$ cat src/sv/e2c_pkg.sv
package e2c_pkg;

  // Field widths
  localparam int EPOCH_W  = 32;
  localparam int YEAR_W   = 12;
  localparam int MONTH_W  = 4;
  localparam int DAY_W    = 5;
  localparam int HOUR_W   = 5;
  localparam int MINUTE_W = 6;
  localparam int SECOND_W = 6;

  // Calendar constants
  localparam logic [EPOCH_W-1:0] EPOCH_LIMIT   = 32'd4102444799;
  localparam logic [YEAR_W-1:0]  BASE_YEAR     = 12'd1970;
  localparam logic [EPOCH_W-1:0] DAYS_PER_YEAR = 32'd365;
  localparam logic [EPOCH_W-1:0] SECS_PER_MIN  = 32'd60;
  localparam logic [EPOCH_W-1:0] SECS_PER_HOUR = 32'd3600;
  localparam logic [EPOCH_W-1:0] SECS_PER_DAY  = 32'd86400;

  // Quotient bit counts of the three constant divisions
  localparam int DAYQ_W  = 16;  // days since epoch < 2^16
  localparam int HOURQ_W = 5;   // hour < 24
  localparam int MINQ_W  = 6;   // minute < 60
  localparam int YOFF_W  = 8;   // years since base, at most 129
  localparam logic [MONTH_W-1:0] LAST_MONTH = 4'd11;  // December, zero based
  localparam logic [MONTH_W-1:0] FEB        = 4'd1;

  // Shared subtract/compare unit result
  typedef struct packed {
    logic [EPOCH_W-1:0] diff;
    logic               ge;
  } alu_res_t;

  // Finished conversion
  typedef struct packed {
    logic [YEAR_W-1:0]   cal_year;
    logic [MONTH_W-1:0]  cal_month;
    logic [DAY_W-1:0]    cal_day;
    logic [HOUR_W-1:0]   clock_hour;
    logic [MINUTE_W-1:0] clock_minute;
    logic [SECOND_W-1:0] clock_second;
  } result_t;

  // Days in a month of a common year, month zero based
  function automatic logic [DAY_W-1:0] month_len(input logic [MONTH_W-1:0] mon);
    logic [DAY_W-1:0] len;
    case (mon) inside
      4'd1:                   len = 5'd28;
      4'd3, 4'd5, 4'd8, 4'd10: len = 5'd30;
      default:                len = 5'd31;
    endcase
    return len;
  endfunction

endpackage

$ cat src/sv/e2c_if.sv
interface e2c_in_if;
  import e2c_pkg::*;
  logic               valid;
  logic               ready;
  logic [EPOCH_W-1:0] epoch_seconds;

  modport source (output valid, output epoch_seconds, input ready);
  modport sink   (input valid, input epoch_seconds, output ready);
endinterface

interface e2c_out_if;
  import e2c_pkg::*;
  logic                valid;
  logic                ready;
  logic [YEAR_W-1:0]   cal_year;
  logic [MONTH_W-1:0]  cal_month;
  logic [DAY_W-1:0]    cal_day;
  logic [HOUR_W-1:0]   clock_hour;
  logic [MINUTE_W-1:0] clock_minute;
  logic [SECOND_W-1:0] clock_second;

  modport source (output valid, output cal_year, output cal_month, output cal_day,
                  output clock_hour, output clock_minute, output clock_second,
                  input ready);
  modport sink   (input valid, input cal_year, input cal_month, input cal_day,
                  input clock_hour, input clock_minute, input clock_second,
                  output ready);
endinterface

$ cat src/sv/e2c_alu.sv
module e2c_alu (
  input  logic [e2c_pkg::EPOCH_W-1:0] a,
  input  logic [e2c_pkg::EPOCH_W-1:0] b,
  output e2c_pkg::alu_res_t           res
);
  import e2c_pkg::*;

  logic borrow;

  // One compare-and-subtract, shared by every step of the sequencer
  assign {borrow, res.diff} = {1'b0, a} - {1'b0, b};
  assign res.ge = ~borrow;

endmodule

$ cat src/sv/e2c_seq.sv
module e2c_seq (
  input  logic                        clk,
  input  logic                        rst,
  input  logic                        start,
  input  logic [e2c_pkg::EPOCH_W-1:0] epoch,
  output logic                        idle,
  output logic                        res_valid,
  input  logic                        res_take,
  output e2c_pkg::result_t            res,
  output logic [e2c_pkg::EPOCH_W-1:0] alu_a,
  output logic [e2c_pkg::EPOCH_W-1:0] alu_b,
  input  e2c_pkg::alu_res_t           alu_r
);
  import e2c_pkg::*;

  typedef enum logic [6:0] {
    ST_IDLE  = 7'b0000001,
    ST_DAY   = 7'b0000010,
    ST_HOUR  = 7'b0000100,
    ST_MIN   = 7'b0001000,
    ST_YEAR  = 7'b0010000,
    ST_MONTH = 7'b0100000,
    ST_DONE  = 7'b1000000
  } state_t;

  state_t                state, state_next;
  logic [EPOCH_W-1:0]    rem;
  logic [DAYQ_W-1:0]     quo;
  logic [3:0]            k;
  logic [DAYQ_W-1:0]     days;
  logic [HOUR_W-1:0]     hour;
  logic [MINUTE_W-1:0]   minute;
  logic [SECOND_W-1:0]   second;
  logic [YOFF_W-1:0]     yoff;
  logic [MONTH_W-1:0]    mon;
  logic                  leap;

  logic                  leap_cur;
  logic [DAY_W-1:0]      mlen;
  logic [DAYQ_W-1:0]     quo_set;
  logic [EPOCH_W-1:0]    rem_new;
  logic [EPOCH_W-1:0]    t_sat;

  // Year offset 2 mod 4 is a leap year (1972, 1976, ...)
  assign leap_cur = ((yoff[1:0] + 2'd2) == 2'd0);
  assign mlen     = month_len(mon) + {4'd0, leap && (mon == FEB)};
  assign t_sat    = (epoch > EPOCH_LIMIT) ? EPOCH_LIMIT : epoch;

  // Operand select for the shared unit
  always_comb begin
    alu_a = rem;
    case (state)
      ST_DAY:   alu_b = SECS_PER_DAY << k;
      ST_HOUR:  alu_b = SECS_PER_HOUR << k;
      ST_MIN:   alu_b = SECS_PER_MIN << k;
      ST_YEAR:  alu_b = DAYS_PER_YEAR + {31'd0, leap_cur};
      ST_MONTH: alu_b = {27'd0, mlen};
      default:  alu_b = '0;
    endcase
  end

  // Restoring division step: keep the difference and set the quotient bit
  always_comb begin
    quo_set = quo;
    if (alu_r.ge) begin
      quo_set[k] = 1'b1;
    end
    rem_new = alu_r.ge ? alu_r.diff : rem;
  end

  // Next state
  always_comb begin
    state_next = state;
    case (state)
      ST_IDLE:  if (start) state_next = ST_DAY;
      ST_DAY:   if (k == 4'd0) state_next = ST_HOUR;
      ST_HOUR:  if (k == 4'd0) state_next = ST_MIN;
      ST_MIN:   if (k == 4'd0) state_next = ST_YEAR;
      ST_YEAR:  if (!alu_r.ge) state_next = ST_MONTH;
      ST_MONTH: if (mon == LAST_MONTH || !alu_r.ge) state_next = ST_DONE;
      ST_DONE:  if (res_take) state_next = ST_IDLE;
      default:  state_next = ST_IDLE;
    endcase
  end

  always_ff @(posedge clk) begin
    if (rst) begin
      state <= ST_IDLE;
    end else begin
      state <= state_next;
    end
  end

  // Datapath registers
  always_ff @(posedge clk) begin
    case (state)
      ST_IDLE: begin
        rem <= t_sat;
        quo <= '0;
        k   <= 4'(DAYQ_W - 1);
      end
      ST_DAY: begin
        rem <= rem_new;
        if (k == 4'd0) begin
          days <= quo_set;
          quo  <= '0;
          k    <= 4'(HOURQ_W - 1);
        end else begin
          quo <= quo_set;
          k   <= k - 4'd1;
        end
      end
      ST_HOUR: begin
        rem <= rem_new;
        if (k == 4'd0) begin
          hour <= quo_set[HOUR_W-1:0];
          quo  <= '0;
          k    <= 4'(MINQ_W - 1);
        end else begin
          quo <= quo_set;
          k   <= k - 4'd1;
        end
      end
      ST_MIN: begin
        if (k == 4'd0) begin
          minute <= quo_set[MINUTE_W-1:0];
          second <= rem_new[SECOND_W-1:0];
          rem    <= {{(EPOCH_W-DAYQ_W){1'b0}}, days};
          yoff   <= '0;
        end else begin
          rem <= rem_new;
          quo <= quo_set;
          k   <= k - 4'd1;
        end
      end
      ST_YEAR: begin
        if (alu_r.ge) begin
          rem  <= alu_r.diff;
          yoff <= yoff + 8'd1;
        end else begin
          leap <= leap_cur;
          mon  <= '0;
        end
      end
      ST_MONTH: begin
        if (mon != LAST_MONTH && alu_r.ge) begin
          rem <= alu_r.diff;
          mon <= mon + 4'd1;
        end
      end
      default: begin
      end
    endcase
  end

  assign idle      = (state == ST_IDLE);
  assign res_valid = (state == ST_DONE);

  assign res.cal_year     = BASE_YEAR + {{(YEAR_W-YOFF_W){1'b0}}, yoff};
  assign res.cal_month    = mon + 4'd1;
  assign res.cal_day      = rem[DAY_W-1:0] + 5'd1;
  assign res.clock_hour   = hour;
  assign res.clock_minute = minute;
  assign res.clock_second = second;

endmodule

$ cat src/sv/epoch_to_calendar.sv
// Channel   Role    Transaction payload
// in_ch     sink    epoch_seconds [31:0]
// out_ch    source  cal_year, cal_month, cal_day, clock_hour, clock_minute, clock_second
//
// One conversion at a time. Its duration is set by the single compare/subtract
// unit: 27 restoring-division steps, then one step per whole year and per whole
// month, plus one step that ends each of those two searches.
// rst is synchronous and clears the sequencer and the output valid.
// A stalled output holds its result; the next input is taken once the result
// has moved to the output register.
module epoch_to_calendar (
  input  logic      clk,
  input  logic      rst,
  e2c_in_if.sink    in_ch,
  e2c_out_if.source out_ch
);
  import e2c_pkg::*;

  logic               seq_idle;
  logic               res_valid;
  logic               res_take;
  result_t            res;
  result_t            out_q;
  logic               out_valid;
  logic [EPOCH_W-1:0] alu_a;
  logic [EPOCH_W-1:0] alu_b;
  alu_res_t           alu_r;

  e2c_alu u_alu (
    .a   (alu_a),
    .b   (alu_b),
    .res (alu_r)
  );

  e2c_seq u_seq (
    .clk       (clk),
    .rst       (rst),
    .start     (in_ch.valid && in_ch.ready),
    .epoch     (in_ch.epoch_seconds),
    .idle      (seq_idle),
    .res_valid (res_valid),
    .res_take  (res_take),
    .res       (res),
    .alu_a     (alu_a),
    .alu_b     (alu_b),
    .alu_r     (alu_r)
  );

  assign in_ch.ready = seq_idle;

  // Output register
  assign res_take = res_valid && (!out_valid || out_ch.ready);

  always_ff @(posedge clk) begin
    if (rst) begin
      out_valid <= 1'b0;
    end else if (res_take) begin
      out_valid <= 1'b1;
    end else if (out_ch.ready) begin
      out_valid <= 1'b0;
    end
  end

  always_ff @(posedge clk) begin
    if (res_take) begin
      out_q <= res;
    end
  end

  assign out_ch.valid        = out_valid;
  assign out_ch.cal_year     = out_q.cal_year;
  assign out_ch.cal_month    = out_q.cal_month;
  assign out_ch.cal_day      = out_q.cal_day;
  assign out_ch.clock_hour   = out_q.clock_hour;
  assign out_ch.clock_minute = out_q.clock_minute;
  assign out_ch.clock_second = out_q.clock_second;

  // Checks
  a_busy_after_accept: assert property (@(posedge clk) disable iff (rst)
    (in_ch.valid && in_ch.ready) |=> !in_ch.ready)
    else $error("input taken while a conversion runs");

  a_date_range: assert property (@(posedge clk) disable iff (rst)
    out_valid |-> (out_q.cal_month >= 4'd1 && out_q.cal_month <= 4'd12 &&
                   out_q.cal_day >= 5'd1 && out_q.cal_year <= 12'd2099))
    else $error("date field out of range");

  a_time_range: assert property (@(posedge clk) disable iff (rst)
    out_valid |-> (out_q.clock_hour < 5'd24 && out_q.clock_minute < 6'd60 &&
                   out_q.clock_second < 6'd60))
    else $error("time field out of range");

endmodule

$ cat src/flat_wrapper.sv
// flat-port wrapper written by rule: the top's interface ports become plain ports
module epoch_to_calendar_flat import e2c_pkg::*;
  (clk, rst, in_ch_valid, in_ch_epoch_seconds, in_ch_ready, out_ch_valid, out_ch_cal_year, out_ch_cal_month, out_ch_cal_day, out_ch_clock_hour, out_ch_clock_minute, out_ch_clock_second, out_ch_ready);
  e2c_in_if in_ch_i ();
  e2c_out_if out_ch_i ();
  input  logic clk;
  input  logic rst;
  input wire logic [$bits(in_ch_i.valid)-1:0] in_ch_valid;
  input wire logic [$bits(in_ch_i.epoch_seconds)-1:0] in_ch_epoch_seconds;
  output wire logic [$bits(in_ch_i.ready)-1:0] in_ch_ready;
  output wire logic [$bits(out_ch_i.valid)-1:0] out_ch_valid;
  output wire logic [$bits(out_ch_i.cal_year)-1:0] out_ch_cal_year;
  output wire logic [$bits(out_ch_i.cal_month)-1:0] out_ch_cal_month;
  output wire logic [$bits(out_ch_i.cal_day)-1:0] out_ch_cal_day;
  output wire logic [$bits(out_ch_i.clock_hour)-1:0] out_ch_clock_hour;
  output wire logic [$bits(out_ch_i.clock_minute)-1:0] out_ch_clock_minute;
  output wire logic [$bits(out_ch_i.clock_second)-1:0] out_ch_clock_second;
  input wire logic [$bits(out_ch_i.ready)-1:0] out_ch_ready;
  assign in_ch_i.valid = in_ch_valid;
  assign in_ch_i.epoch_seconds = in_ch_epoch_seconds;
  assign in_ch_ready = in_ch_i.ready;
  assign out_ch_valid = out_ch_i.valid;
  assign out_ch_cal_year = out_ch_i.cal_year;
  assign out_ch_cal_month = out_ch_i.cal_month;
  assign out_ch_cal_day = out_ch_i.cal_day;
  assign out_ch_clock_hour = out_ch_i.clock_hour;
  assign out_ch_clock_minute = out_ch_i.clock_minute;
  assign out_ch_clock_second = out_ch_i.clock_second;
  assign out_ch_i.ready = out_ch_ready;
  epoch_to_calendar u_core (.clk(clk), .rst(rst), .in_ch(in_ch_i), .out_ch(out_ch_i));
endmodule
$ cat config.mk
export PLATFORM = sky130hd
export DESIGN_NAME = epoch_to_calendar_flat
export DESIGN_NICKNAME = d
export VERILOG_FILES = /design/src/sv/e2c_pkg.sv /design/src/sv/e2c_if.sv /design/src/sv/e2c_alu.sv /design/src/sv/e2c_seq.sv /design/src/sv/epoch_to_calendar.sv /design/src/flat_wrapper.sv
export SDC_FILE = /design/constraint.sdc
export NUM_CORES = 1
export LEC_CHECK = 0
export BUFFER_PORTS_ARGS = -buffer_cell sky130_fd_sc_hd__buf_2
export CAP_MARGIN = 20
export CORE_MARGIN = 2
export CORE_UTILIZATION = 60
export DETAILED_ROUTE_END_ITERATION = 10
export GPL_TIMING_DRIVEN = 1
export PLACE_DENSITY = 0.87
export SLEW_MARGIN = 10
export SYNTH_ARGS = -nofsm -noshare
export SYNTH_HDL_FRONTEND = slang
export SYNTH_SLANG_ARGS = --single-unit
$ cat constraint.sdc
create_clock -name clk -period 14.82 [get_ports clk]
set_clock_uncertainty 0.15 [all_clocks]
set_input_delay 2.223 -clock clk [delete_from_list [all_inputs] [get_ports clk]]
set_output_delay 2.223 -clock clk [all_outputs]
set_load 0.005 [all_outputs]
======== Word level (Yosys, flattened, before mapping) ========
Index checks and enable logic that the tools add are counted.
W data, S select, Z words.
storage, ports and cells
  flip-flop bits (word level) ............. 144
  input port bits ......................... 36
  output and inout port bits .............. 40
  logic and storage cells ................. 122
operators by class
  add/subtract/negate cells ............... 9
  order comparisons ....................... 3
  equal/unequal tests ..................... 24
  shift operators ......................... 3
  multiplexer cells ....................... 34
  bitwise operators ....................... 2
  reductions and logical operators ........ 29
operator list
  kind                     number
  $pmux W32 S5             1
  $mux W32                 4
  $pmux W32 S4             1
  $mux W7                  7
  $pmux W7 S7              1
  $mux W16                 3
  $pmux W16 S3             1
  $sub A32 B32 Y33         1
  $gt A32 B32 Y1 const B   1
  $shl A12 B4 Y32 const A  1
  $shl A17 B4 Y32 const A  1
  $shl A6 B4 Y32 const A   1
  $mux W4                  5
  $ne A2 B2 Y1 const B     9
  $mux W8                  2
  $or A16 B16 Y16          1
  $pmux W4 S4              1
  $pmux W8 S2              1
  $reduce_and A2 Y1        7
  $add A11 B8 Y12 const A  1
  $eq A4 B4 Y1 const B     3
  $add A9 B1 Y10 const A   1
  $add A8 B1 Y8 const B    1
  $pmux W4 S2              1
  other kinds (36)         48

======== Longest topological paths before layout ========
  word-level depth ........................ 11
  depth in mapped cells ................... 21
  mapped depth without buffers ............ 19

======== Cells and area by module ========
A second synthesis with hierarchy kept.
second synthesis, totals
  cells, all modules ...................... 956
  area total of the unflattened synthesis .. 9522.9 sq um
by module, submodules not included
  module             times used  cells each  area an instance (sq um)  seq. area each (sq um)
  e2c_seq            1           637         6459.9                    3083.0
  e2c_alu            1           275         1860.5                    0.0
  epoch_to_calendar  1           44          1202.4                    1161.1

======== Worst setup path before layout ========
No wires, ideal clock.
  path type ............................... reg2reg
  from .................................... register u_core.u_seq.state[4]
  to ...................................... register u_core.u_seq.rem[0], in the netlist u_core.u_seq.alu_a[0], enable pin
  setup time .............................. 432 ps
  arrival time ............................ 5116 ps
  data required time ...................... 14238 ps
  setup slack ............................. 9122 ps
  cell stages (with the launch flop) ...... 20
  path buffers ............................ 2
  period minus slack after synthesis ...... 5698 ps
  cells stage by stage .................... dfxtp_1 -> clkbuf_1 -> or4_1 -> nor2_1 -> nand2_1 -> o311ai_1 -> o21ai_0 -> o21ai_0 -> a21oi_1 -> o31a_1 -> ha_1 -> nand4_1 -> a21oi_1 -> a21oi_2 -> and4bb_2 -> o21ai_4 -> nand2_4 -> buf_2 -> a21oi_1 -> a21oi_1
on the way
  cells in the longest elaborated chain, start to end .. 7
  elaborated cells on any way between the ends .. 14
  those cells by class .................... 1 x add/sub; 7 x eq/ne; 1 x mux; 1 x bitwise; 4 x reduce/logical
RTL lines
  what                                        line                          RTL
  from (decl)                                 e2c_seq.sv:26                 state_t state, state_next;
  from (signal assigned)                      e2c_seq.sv:90                 state <= state_next;
  $eq A7 B6 Y1, or another cell as far along  e2c_seq.sv:52, e2c_seq.sv:96
  $pmux W32 S5                                e2c_seq.sv:52                 case (state)
  $sub A32 B32 Y33                            e2c_alu.sv:11                 assign {borrow, res.diff} = {1'b0, a} - {1'b0, b};
  $not A1 Y1                                  e2c_alu.sv:12                 assign res.ge = ~borrow;
  $logic_and A1 B1 Y1                         e2c_seq.sv:146                if (mon != LAST_MONTH && alu_r.ge) begin
  $ne A2 B2 Y1 (no source line)               n/a
  $reduce_and A2 Y1 (no source line) (*)      n/a
  to (signal assigned)                        e2c_seq.sv:131                rem <= rem_new;
  to (signal assigned)                        e2c_seq.sv:138                rem <= alu_r.diff;
  to (signal assigned)                        e2c_seq.sv:147                rem <= alu_r.diff;
  to (decl)                                   e2c_seq.sv:27                 logic [EPOCH_W-1:0] rem;
Every way passes the cells marked *; elsewhere a longest branch is shown, timed or not.
A chain may end at the register's enable or synchronous reset.

======== Final worst setup path ========
  from .................................... register u_core.u_seq.state[5]
  to ...................................... register u_core.u_seq.rem[14], in the netlist u_core.u_seq.alu_a[14] (data pin)
on the way
  cells in the longest elaborated chain, start to end .. 6
  elaborated cells on any way between the ends .. 13
  those cells by class .................... 1 x add/sub; 6 x eq/ne; 5 x mux; 1 x reduce/logical
RTL lines
  what                                        line                          RTL
  $eq A7 B6 Y1, or another cell as far along  e2c_seq.sv:52, e2c_seq.sv:96
  $pmux W32 S5                                e2c_seq.sv:52
  $sub A32 B32 Y33                            e2c_alu.sv:11
  $mux W32                                    e2c_seq.sv:137                if (alu_r.ge) begin
  $mux W32                                    e2c_seq.sv:125                if (k == 4'd0) begin
  $pmux W32 S4 (*)                            e2c_seq.sv:96                 case (state)
  to (signal assigned)                        e2c_seq.sv:98                 rem <= t_sat;
  to (signal assigned)                        e2c_seq.sv:128                rem <= {{(EPOCH_W-DAYQ_W){1'b0}}, days};
  to (signal assigned)                        e2c_seq.sv:138
Every way passes the cells marked *; elsewhere a longest branch is shown, timed or not. The select of a mux whose other input is x is not followed.

==> impl_metrics.env <==
export IMPL_whs_ns=0.2683
export IMPL_via_count=7691
export IMPL_grtUsageTotal=0.3033
export IMPL_place_inst=1131
export IMPL_slew_headroom=0.2353
export IMPL_finalWeightedCongestion=0.9547
export IMPL_slew_viol_final=0
export IMPL_ys_seq_area_frac=0.4629
export IMPL_synth_top_area_share=0.4454
export IMPL_setup_viol=0
export IMPL_ys_async_sr_fraction=0
export IMPL_synth_edf_count=136
export IMPL_initial_utilization=0.6076
export IMPL_syn_nets=999
export IMPL_cap_violations=0
export IMPL_post_place_ws_ns=8.822
export IMPL_fillers=1143
export IMPL_synthCells=913
export IMPL_ys_flop_type="edfxtp_1"
export IMPL_via_per_inst=6.607
export IMPL_die_w_um=127.6
export IMPL_synth_top_area_cell="edfxtp_1"
export IMPL_p_switching_uw=881.5
export IMPL_ys_seq_elements=144
export IMPL_yosysWarnings=0
export IMPL_finalHoldViolations=0
export IMPL_grt_ovfl_total=0
export IMPL_dieArea_um2=16290
export IMPL_fmax_ghz=0.1628
export IMPL_path_clk_slew_ns=0.07
export IMPL_h_tree_depth=4
export IMPL_worst_path_max_fanout=26
export IMPL_critPathMostFrequentCell="a21oi_1"
export IMPL_p_sw_frac=0.4244
export IMPL_rsz0062_at_grt="no"
export IMPL_cts_sinks=144
export IMPL_clockPowerShare=0.203
export IMPL_wl_per_cell_um=20.78
export IMPL_layoutNonFillerInstCount=1164
export IMPL_critical_path_class="register to register"
export IMPL_totalWireLength_um=24190
export IMPL_yosysMostFrequentCell="edfxtp_1"
export IMPL_timing_final_ws_setup_ns=8.679
export IMPL_grt_pass1_vias=6822
export IMPL_ir_drop_mv=0.09482
export IMPL_clk_path_buf_depth=2
export IMPL_core_um2=15090
export IMPL_cts_made_buffers=17
export IMPL_syn_to_final_growth_pct=11.61
export IMPL_synthTopCellsByCount="edfxtp_1, nor2_1, nand2_1, a21oi_1, o21ai_0"
export IMPL_p_int_uw=1195
export IMPL_io_buffers=75
export IMPL_critical_path_slowest_cell="and3_1"
export IMPL_setup_tns_ns=0
export IMPL_synthTopCellsByArea="edfxtp_1, ha_1, a21oi_1"
export IMPL_cts_tree="done"
export IMPL_crit_family="simple AND/OR/NAND/NOR gates"
export IMPL_nets=1049
export IMPL_drc=0
export IMPL_hold_class="register to register"
export IMPL_ys_types=78
export IMPL_drive_gt1_frac=0.1547
export IMPL_io_pins=76
export IMPL_p_leak_uw=0.003792
export IMPL_p_comb_frac=0.481
export IMPL_start_kind="register"
export IMPL_ctsHoldBuffers=0
export IMPL_ant_nets=0
export IMPL_status="complete, no violations"
export IMPL_min_from="u_core.u_seq.second[1]$_DFFE_PP_"
export IMPL_cp_end_kind="register"
export IMPL_p_total_uw=2077
export IMPL_die_height_um=127.6
export IMPL_period_minus_slack_ns=6.141
export IMPL_clock_latency_ns=0.44
export IMPL_arrival_ns=6.28
export IMPL_worstSetupStartpoint="u_core.u_seq.state[5]$_SDFFE_PP0P_"
export IMPL_finalCritPeriodShare=0.4144
export IMPL_syn_avg_cell_area_um2=10.04
export IMPL_worstPathCellList="or4_1, nor2_1, o21ai_0, nand2_1, o221ai_1, a32oi_1, nand2b_1, ha_1, a21oi_1, o211ai_1, a21o_1, a221o_1, o21ai_4, and3_1, a221oi_1, a21oi_1"
export IMPL_power_density_nw_per_um2=203.0
export IMPL_antenna_found_initial=0
export IMPL_timing_rr_start="u_core.u_seq.state[5]$_SDFFE_PP0P_"
export IMPL_n_antenna_cell=0
export IMPL_cts_resized=0
export IMPL_final_seq_area_um2=4244
export IMPL_drt_initial_drc_count=1306
export IMPL_dp_hpwl_um=17500
export IMPL_slowest_delay_ns=0.93
export IMPL_first_pass_iters=6
export IMPL_root_buffer="clkbuf_16"
export IMPL_syn_area_um2=9169
export IMPL_worst_slew_pin_slew_ns=1.139
export IMPL_grt_max_degree=39
export IMPL_grt_pass1_wl_um=37570
export IMPL_multiInputGateArea_um2=4636
export IMPL_num_rows=45
export IMPL_p_seq_frac=0.315
export IMPL_cts_setup_buffers=0
export IMPL_worstPathRequired_ns=14.96
export IMPL_critical_path_buf_inv_count=0
==> power by group through the flow <==
stage | sequential [µW] | combinational (µW) | clock, µW
after global routing | 663 | 1090 | 440
after detailed placement | 658 | 949 | 0
final | 655 | 999 | 423
after global placement | 657 | 935 | 0
after CTS | 654 | 956 | 424
after floorplan | 634 | 749 | 0
==> stage by stage <==
stage | util | instance area [µm²]
after floorplan | - | 9169
after global placement | 0.6381 | 9629
after detailed placement | 0.6381 | 9629
after CTS | 0.6764 | 10210
after global routing | 0.6782 | 10230
final | 0.6782 | 10230
==> routing by layer <==
metal,GRT usage,wire length (µm)
met5,0,0
met4,0.09308,541
met3,0.06323,2515
met2,0.4498,10720
met1,0.4502,10410
==> placed cells by master, fill, tap and decap left out, drive strengths merged, types with 17 or more instances in the layout <==
master,count
a21o,22
a21oi,75
a31o,18
buf,82
clkbuf,17
edfxtp,136
ha,49
inv,31
nand2,80
nand3,18
nor2,92
nor2b,21
nor3,19
o21ai,56
xor2,30
==> worst register-to-register path, cell delays in order (launching register included) <==
cell,delay [ns]
dfxtp_1,0.37
or4_1,0.63
nor2_1,0.63
o21ai_0,0.44
nand2_1,0.26
o221ai_1,0.18
a32oi_1,0.20
nand2b_1,0.17
ha_1,0.28
a21oi_1,0.31
o211ai_1,0.13
a21o_1,0.20
a221o_1,0.41
o21ai_4,0.27
and3_1,0.93
a221oi_1,0.26
a21oi_1,0.18
==> area by class of cell <==
type	count	area share
clock buffer	17	0.04157
inverter	25	0.009170
multi-input combinational	693	0.4530
sequential	144	0.4147
clock inverter	15	0.01479
tap	188	0.02299
timing repair buffer	82	0.04377
==> logic make-up (layout without fill, tap and decap cells) <==
group | after synthesis | count (layout) | synth area share
AO/OA/AOI/OAI | 296 | 296 | 0.2249
XOR/XNOR | 46 | 46 | 0.04394
adder cells (fa/ha/maj) | 50 | 50 | 0.06905
buffers and inverters | 76 | 139 | 0.03657
flip-flops | 144 | 144 | 0.4629
multiplexers | 6 | 6 | 0.007642
AND/OR/NAND/NOR | 295 | 295 | 0.1550
==> state kept, by name (all words and copies together) (netlist names) <==
register	count
u_core.u_seq.alu_a	32
u_core.u_seq.days	16
u_core.u_seq.quo	16
u_core.out_ch.cal_year	12
u_core.u_seq.yoff	8
u_core.u_seq.state	7
u_core.out_ch.clock_minute	6
u_core.out_ch.clock_second	6
u_core.u_seq.minute	6
u_core.u_seq.second	6
u_core.out_ch.cal_day	5
u_core.out_ch.clock_hour	5
u_core.u_seq.hour	5
u_core.out_ch.cal_month	4
u_core.u_seq.k	4
u_core.u_seq.mon	4
u_core.out_ch.valid	1
u_core.u_seq.leap	1
==> path summary, 6_finish.rpt <==
check | end | slack, ns | cells after the start
min | u_core.out_ch.clock_second[1]$_DFFE_PP_ | 0.27 | 0
max reg2reg | u_core.u_seq.alu_a[14]$_DFFE_PP_ | 8.68 | 16
min reg2reg | u_core.out_ch.clock_second[1]$_DFFE_PP_ | 0.27 | 0
max | u_core.u_seq.alu_a[14]$_DFFE_PP_ | 8.68 | 16
Note: power is estimated with default switching activity, not from simulation.
